===== src/design/wavetable_oscillator_top_assert.svh =====
// ----------------------------------------------------------------------------
// wavetable oscillator assertion macros
// simple implication checks, compiled out for synthesis
// ----------------------------------------------------------------------------
`ifndef WAVETABLE_OSCILLATOR_TOP_ASSERT_SVH
`define WAVETABLE_OSCILLATOR_TOP_ASSERT_SVH

`ifndef SYNTHESIS

// same-cycle implication
`define WTO_ASSERT_NOW(label, clk, rst_n, ante, cons) \
	label: assert property (@(posedge clk) disable iff (!(rst_n)) (ante) |-> (cons)) \
		else $error("wavetable oscillator: same-cycle check failed");

// next-cycle implication
`define WTO_ASSERT_NEXT(label, clk, rst_n, ante, cons) \
	label: assert property (@(posedge clk) disable iff (!(rst_n)) (ante) |=> (cons)) \
		else $error("wavetable oscillator: next-cycle check failed");

`else

`define WTO_ASSERT_NOW(label, clk, rst_n, ante, cons)
`define WTO_ASSERT_NEXT(label, clk, rst_n, ante, cons)

`endif

`endif


===== src/design/wto_pkg.sv =====
// ----------------------------------------------------------------------------
// wto_pkg
// sizes, register indexes, note increment table and shared types
// ----------------------------------------------------------------------------
package wto_pkg;

	localparam int unsigned TableDepth    = 16384;
	localparam int unsigned FrameSize     = 2048;
	localparam int unsigned PhaseFracBits = 16;

	localparam int unsigned AddrWidth   = $clog2(TableDepth);
	localparam int unsigned FrameBits   = $clog2(FrameSize);
	localparam int unsigned PhaseWidth  = FrameBits + PhaseFracBits;
	localparam int unsigned IncWidth    = 26;
	localparam int unsigned SampleWidth = 16;
	localparam int unsigned NoteWidth   = 7;
	localparam int unsigned PosWidth    = 17;
	localparam int unsigned CfgWidth    = 17;
	localparam int unsigned NoteCount   = 128;

	localparam int unsigned FrameCount = TableDepth / FrameSize;
	localparam int unsigned FrameMul   = (FrameCount == 0) ? 0 : FrameCount - 1;
	localparam int unsigned MulWidth   = PosWidth + $clog2(FrameMul + 2);

	// register indexes of the configuration port
	localparam logic RegMidiNote = 1'b0;
	localparam logic RegTablePos = 1'b1;

	localparam logic [NoteWidth-1:0] MidiNoteReset = NoteWidth'(69);
	localparam logic [PosWidth-1:0]  PosOne        = PosWidth'(65536);

	localparam longint unsigned IncMax = (64'd1 << IncWidth) - 64'd1;
	// semitone ratio of note a (index 9) times the sample rate
	localparam longint unsigned IncDen = 64'd28215802 * 64'd44100;

	typedef logic [NoteCount-1:0][IncWidth-1:0] inc_table_t;

	// semitone ratios 2^(k/12) in q24
	function automatic longint unsigned semi_ratio(input int unsigned k);
		case (k)
			0:       return 64'd16777216;
			1:       return 64'd17774841;
			2:       return 64'd18831788;
			3:       return 64'd19951585;
			4:       return 64'd21137968;
			5:       return 64'd22394897;
			6:       return 64'd23726566;
			7:       return 64'd25137421;
			8:       return 64'd26632170;
			9:       return 64'd28215802;
			10:      return 64'd29893600;
			default: return 64'd31671666;
		endcase
	endfunction

	// built at elaboration, one entry per note
	function automatic inc_table_t build_inc_table();
		inc_table_t      tab;
		longint unsigned num;
		longint unsigned q;
		int              s;
		int unsigned     oct;
		int unsigned     k;
		for (int unsigned n = 0; n < NoteCount; n++) begin
			oct = n / 12;
			k   = n % 12;
			num = 64'd440 * semi_ratio(k) * longint'(FrameSize);
			q   = (num << 17) / IncDen;
			s   = int'(PhaseFracBits) + int'(oct) - 22;
			if (s >= 0) begin
				if (s >= 30 || q > (IncMax >> s)) begin
					q = IncMax;
				end else begin
					q = q << s;
				end
			end else begin
				q = (-s >= 64) ? 64'd0 : (q >> (-s));
			end
			if (q > IncMax) begin
				q = IncMax;
			end
			tab[n] = q[IncWidth-1:0];
		end
		return tab;
	endfunction

	localparam inc_table_t IncTable = build_inc_table();

	// one table access travelling from the first stage to the memory
	typedef struct packed {
		logic                   rd;    // tick read, otherwise sample write
		logic [AddrWidth-1:0]   addr;
		logic [SampleWidth-1:0] data;
	} wto_req_t;

endpackage


===== src/design/wto_phase.sv =====
// ----------------------------------------------------------------------------
// wto_phase
// config registers, phase accumulator and read index for each tick
// ----------------------------------------------------------------------------
module wto_phase (
	input  logic                          clk,
	input  logic                          arst_n,
	input  logic                          cfg_we,
	input  logic                          cfg_index,
	input  logic [wto_pkg::CfgWidth-1:0]  cfg_data,
	input  logic                          tick,
	output logic [wto_pkg::AddrWidth-1:0] rd_index,
	output logic [wto_pkg::AddrWidth-1:0] offset
);

	localparam int unsigned PW = wto_pkg::PhaseWidth;
	localparam int unsigned AW = wto_pkg::AddrWidth;
	localparam int unsigned MW = wto_pkg::MulWidth;

	localparam logic [PW:0] WrapLimit = (PW+1)'(wto_pkg::FrameSize) << wto_pkg::PhaseFracBits;

	logic [PW-1:0]                  phase_q;
	logic [wto_pkg::IncWidth-1:0]   increment_q;
	logic [AW-1:0]                  offset_q;
	logic [PW:0]                    phase_sum;
	logic [PW-1:0]                  phase_next;
	logic [wto_pkg::PosWidth-1:0]   pos_sat;
	logic [MW-1:0]                  pos_prod;
	logic [AW-1:0]                  offset_new;

	// frame start from table position, saturated at one
	always_comb begin
		pos_sat = (cfg_data > wto_pkg::PosOne) ? wto_pkg::PosOne : cfg_data;
		pos_prod = MW'(pos_sat) * MW'(wto_pkg::FrameMul);
		offset_new = AW'(pos_prod >> 16) << wto_pkg::FrameBits;
	end

	always_comb begin
		phase_sum = (PW+1)'(phase_q) + (PW+1)'(increment_q);
		phase_next = (phase_sum >= WrapLimit) ? '0 : phase_sum[PW-1:0];
		rd_index = AW'(phase_next[PW-1:wto_pkg::PhaseFracBits]) + offset_q;
	end

	always_ff @(posedge clk or negedge arst_n) begin
		if (!arst_n) begin
			increment_q <= wto_pkg::IncTable[wto_pkg::MidiNoteReset];
			offset_q <= '0;
		end else if (cfg_we) begin
			case (cfg_index)
				wto_pkg::RegMidiNote: begin
					increment_q <= wto_pkg::IncTable[cfg_data[wto_pkg::NoteWidth-1:0]];
				end
				wto_pkg::RegTablePos: begin
					offset_q <= offset_new;
				end
				default: begin
				end
			endcase
		end
	end

	always_ff @(posedge clk or negedge arst_n) begin
		if (!arst_n) begin
			phase_q <= '0;
		end else if (tick) begin
			phase_q <= phase_next;
		end
	end

	assign offset = offset_q;

endmodule


===== config.mk =====
export PLATFORM = sky130hd
export DESIGN_NAME = wto_phase
export DESIGN_NICKNAME = d
export VERILOG_FILES = /design/src/design/wavetable_oscillator_top_assert.svh /design/src/design/wto_pkg.sv /design/src/design/wto_phase.sv
export SDC_FILE = /design/constraint.sdc
export NUM_CORES = 1
export LEC_CHECK = 0
export BUFFER_PORTS_ARGS = -buffer_cell sky130_fd_sc_hd__buf_2
export CAP_MARGIN = 15
export CORE_MARGIN = 2
export CORE_UTILIZATION = 57
export DETAILED_ROUTE_END_ITERATION = 8
export PLACE_DENSITY = 0.79
export SYNTH_ARGS = -nofsm -noshare
export SYNTH_HDL_FRONTEND = slang
export SYNTH_SLANG_ARGS = --single-unit

===== constraint.sdc =====
create_clock -name clk -period 2.9 [get_ports clk]
set_clock_uncertainty 0.2 [all_clocks]
set_input_delay 0.29 -clock clk [delete_from_list [all_inputs] [get_ports clk]]
set_output_delay 0.29 -clock clk [all_outputs]
set_load 0.005 [all_outputs]

== After elaboration in Yosys (flattened, before gate mapping) ==
Memories as Yosys holds them, arrays and structs flattened. A register that Yosys moved wholly into a read port is not among the register bits.
Cells that the tools add are included.

* Bits in latches: 0
* Memories kept: 1
* Logic and storage cells: 14
* Bits in writable memories: 0
* Output and inout port bits: 28
* Register bits: 30
* ROM bits: 3328

* Add/sub/neg operators: 2
* Magnitude comparators: 2
* Div/mod/pow operators: 0
* Equality and inequality tests: 0
* Shifts and indexed selects: 0
* Multiply operators: 1
* Bitwise logic cells: 1
* Reduce and logical (&&, ||, !) cells: 3
* Multiplexer cells: 2

{| class="wikitable"
|+ Memories
! name !! depth !! bits a word !! rd ports !! clocked after memory_dff !! write ports !! line !! source
|-
| (name not given) || 128 || 26 || 1 || 1 || 0 || wto_phase.sv:51 || <nowiki>increment_q <= wto_pkg::IncTable[cfg_data[wto_pkg::NoteWidth-1:0]];</nowiki>
|}

{| class="wikitable"
|+ Operators by type and width
! operator !! number
|-
| $add A27 B26 Y28 || 1
|-
| $ge A28 B28 Y1 const B || 1
|-
| $mux W27 || 1
|-
| $mul A17 B3 Y19 const B || 1
|-
| $gt A17 B17 Y1 const B || 1
|-
| $mux W17 || 1
|-
| $add A11 B14 Y14 || 1
|-
| $reduce_and A2 Y1 || 2
|-
| $logic_not A1 Y1 || 1
|-
| $not A1 Y1 || 1
|}

== Longest topological paths before layout ==
* Depth after elaboration: 4
* Depth in mapped cells: 21
* Depth with buffers taken out: 18

== Least setup slack after synthesis ==
OpenSTA, ideal clock, no wires.

* Path type: input -> register
* Start: input port cfg_data[0] in the netlist's numbering
* End: register offset_q[13], in the netlist offset[13]
* Arrival time: 3.822 ns
* Stages: 21
* Setup slack: -1.242 ns
* Cells stage by stage: buf_2 -> inv_1 -> ha_1 -> buf_2 -> inv_1 -> nor3_1 -> nand4_1 -> and2_1 -> clkbuf_1 -> nor2_1 -> inv_1 -> fa_1 -> inv_1 -> ha_1 -> and3b_1 -> o21a_1 -> o211ai_1 -> a21o_1 -> a211oi_1 -> or3_1 -> a41o_1

* Word-level cells in the longest chain between the ends: 3

{| class="wikitable"
|+ RTL lines
! element !! line !! source
|-
| start, declared || wto_phase.sv:10 || <nowiki>input logic [wto_pkg::CfgWidth-1:0] cfg_data,</nowiki>
|-
| $gt A17 B17 Y1 || wto_phase.sv:33 || <nowiki>pos_sat = (cfg_data > wto_pkg::PosOne) ? wto_pkg::PosOne : cfg_data;</nowiki>
|-
| $mux W17 * || wto_phase.sv:33 ||
|-
| $mul A17 B3 Y19 * || wto_phase.sv:34 || <nowiki>pos_prod = MW'(pos_sat) * MW'(wto_pkg::FrameMul);</nowiki>
|-
| end signal, assigned || wto_phase.sv:54 || <nowiki>offset_q <= offset_new;</nowiki>
|-
| end, declared || wto_phase.sv:24 || <nowiki>logic [AW-1:0] offset_q;</nowiki>
|}

Mark *: on every way between the ends. The rest lies on a longest branch, timed or not.
A chain may end at the register's enable or synchronous reset.

== Worst setup path after layout ==
* Start: input port cfg_data[1] in the netlist's numbering
* End: register offset_q[13], in the netlist offset[13]

The elaborated chain is that of the path after synthesis.

==> impl_metrics.csv <==
group,metric,value,unit
sta,rsz0062_at_grt,"yes",
logic_synthesis,yosysSeqAreaShare,18.8,%
global_route,grt_antenna_before_repair,0,
worst_setup_path,r2r_slack,0.12,ns
cells_and_area,multiInputGateArea,6010,um^2
detailed_routing,vias_per_cell,6.26,
sta,worstMarginPinSlew,1.09,ns
placement,dp.cells,1244,
worst_setup_path,worstPathRequired,2.90,ns
floorplan,die_y,119,um
placement,globalplace.congestion,1.02,
global_route,grt.busiest_layer,"met2",
detailed_routing,drtIter0Drc,988,
logic_synthesis,yosysTopAreaCell,"dfrtp_1",
detailed_routing,antenna_left,0,
logic_synthesis,async_flop_share,100,%
logic_synthesis,synth-seq-cells,56,
sta,hold_slack,0.0629,ns
clocking,cts_root_buffer,"clkbuf_16",
detailed_routing,wl,23700,um
detailed_routing,wl_per_cell,18.6,um
floorplan,die-width,119,um
sta,drv_slew,0,
floorplan,core,13100,um^2
logic_synthesis,synth_cells,962,
worst_setup_path,worstPathArrival,3.35,ns
logic_synthesis,synth_edf_count,0,
sta,setup_ws,-0.452,ns
floorplan,start_util,57.7,%
cells_and_area,seq_area,1420,um^2
worst_setup_path,setup.worst_path.start_class,"input port",
worst_setup_path,r2r-end,"phase_q[21]",
worst_setup_path,critPathMaxFanout,4,
clocking,cts.htree.levels,2,
status,violations,"setup timing",
clocking,cts_buffer_depth,2,
logic_synthesis,ys_types,81,
global_route,grt_remaining_overflow,0,
floorplan,die_area,14200,um^2
global_route,use_met2,53.6,%
placement,place.port_buffers,38,
sta,maxSlewHeadroom,27.1,%
power,powerDensity,703,nW/um^2
global_route,gr-usage-all-layers,32.4,%
worst_setup_path,reg2reg_depth,12,
cells_and_area,final_cell_mix,"162 x buf_4, 102 x nand2_1, 77 x nor2_1",
sta,setup_viol,14,
detailed_routing,vias,7952,
floorplan,row_count,42,
global_route,grt_max_degree,72,
worst_setup_path,worst_setup_path_end_kind,"flop",
placement,dpl.hpwl,16800,um
logic_synthesis,synth_flop_cell,"dfrtp_1",
hold_path,hold_class,"input port to flop",
cells_and_area,final_common_cell,"buf_4",
cells_and_area,area_growth,25.5,%
worst_setup_path,critical_path_class,"input port to flop",
hold_path,min_from,"cfg_index",
status,status,"finished with violations",
detailed_routing,drtPass1Iterations,6,
clocking,clk_pin_slew,0.08,ns
clocking,cts.sinks,56,
cells_and_area,fin_nets,1188,
cells_and_area,diodes,0,
sta,timing.fmax,298,MHz
logic_synthesis,netlist_top_cells_area,"dfrtp_1 14%, ha_1 10%, nand2_1 5.3%",
cells_and_area,drive_gt1_share,31.7,%
logic_synthesis,avgSynthCellArea,7.85,um^2
cells_and_area,layout.cells.non_filler,1271,
cells_and_area,fill_cells,984,
global_route,use_met3,4.45,%
sta,finalCritPeriodShare,116,%
hold_path,hold_path_end,"offset[13]",
global_route,grt_pass1_vias,7556,
power,p_leak,4.29,nW
clocking,cts_made_buffers,5,
power,ir_worst_vdd,374,uV
detailed_routing,post-route-drc-count,0,
logic_synthesis,ys_warn_count,0,
sta,final.min_clock_period,3.35,ns
worst_setup_path,rr_startpoint,"increment_q[4]",
cells_and_area,utilization,72.4,%
sta,finalHoldViolations,0,
placement,place_ws,-0.921,ns
logic_synthesis,netlist_area,7550,um^2
global_route,grt_util_met1,42.5,%
hold_path,min_path_cells,2,
global_route,grt_pass1_wl,37500,um
flow_run,drv_cap,0,
clocking,clkLatencyLatePin,0.31,ns
floorplan,io_pins,50,
clocking,cts_tree,"done",
logic_synthesis,synth_top_area_share,13.9,%
[timing repair]
action | CTS | global route
endpoints found under the hold margin | 13 | 0
setup endpoints to repair | 16 | 31
pin swaps | 38 | 31
gates resized for setup | 74 | 33
hold buffers | 1 | 0
buffers inserted | 11 | 12
[through the flow]
stage / area, um^2 / power, mW / setup TNS [ns]
after floorplan: 7670 / 3.85 / -2.21
after global placement: 8670 / 4.80 / -5.32
after detailed placement: 8670 / 4.90 / -5.63
after CTS: 9260 / 6.13 / -4.01
after global routing: 9470 / 7.09 / -5.35
final: 9470 / 6.66 / -3.70
[flip-flops by register name (all words and copies together) (netlist names)]
register     count
increment_q     26
phase_q         27
offset           3
[how the worst max path moves through the flow]
stage | from | slack (ns) | cells after the start | to
3_5_place_dp | cfg_data[1] | -0.92 | 19 | offset[13]
3_3_place_gp | cfg_data[1] | -0.89 | 19 | offset[13]
6_report | cfg_data[1] | -0.45 | 17 | offset[13]
2_1_floorplan | cfg_data[2] | -0.89 | 19 | offset[13]
5_1_grt | cfg_data[1] | -0.65 | 17 | offset[13]
4_1_cts | cfg_data[1] | -0.44 | 19 | offset[13]
[metal layers]
layer  vias up  wire [um]
met5         -          0
met4         0        860
met3        77       1660
met2       382      11400
met1      3758       9790
li1       3735          -
[cell families (layout without fill, tap and decap cells)]
group	Yosys count	count (layout)	share of synthesized area (%)
AO/OA/AOI/OAI	327	327	28.8
AND/OR/NAND/NOR	297	297	18.1
buffers and inverters	132	255	8.74
adder cells (fa/ha/maj)	72	72	12.9
flip-flops	56	56	18.8
multiplexers	49	49	9.35
XOR/XNOR	28	28	3.25
other	1	11	0.0497
[synthesized netlist by cell type, types with 20 or more instances]
library cell and instances:
a211oi_1 25, a21oi_1 79, buf_2 22, buf_4 32, clkbuf_1 31, dfrtp_1 42, ha_1 62, inv_1 35
mux2i_1 21, nand2_1 106, nand3_1 20, nor2_1 81, nor3_1 20, o21ai_0 72
[power by group]
| group | internal (mW) | switching [mW] |
|---|---|---|
| clock network | 0.329 | 0.315 |
| registers | 1.06 | 0.196 |
| logic | 2.19 | 2.56 |
| total | 3.58 | 3.07 |
[critical path, stage by stage]
cell	delay, ns
buf_6	0.08
clkinvlp_4	0.09
ha_4	0.17
inv_4	0.06
nor3_4	0.03
nand4_1	0.13
nand2_2	0.12
buf_4	0.15
and2_1	0.17
fa_1	0.49
ha_1	0.24
nor3_1	0.26
o21ai_2	0.15
a211oi_2	0.32
a211oi_2	0.11
or3_1	0.31
a41o_1	0.18
[final cells by class]
type,instances,area share (%)
multi-input cells,784,63.4
repair buffers,209,16.1
flip-flops and latches,56,15.0
well taps,176,2.32
inverters,38,1.62
clock buffers,5,1.32
clock inverters,3,0.264
No activity file was read; power rests on OpenSTA's default activity.
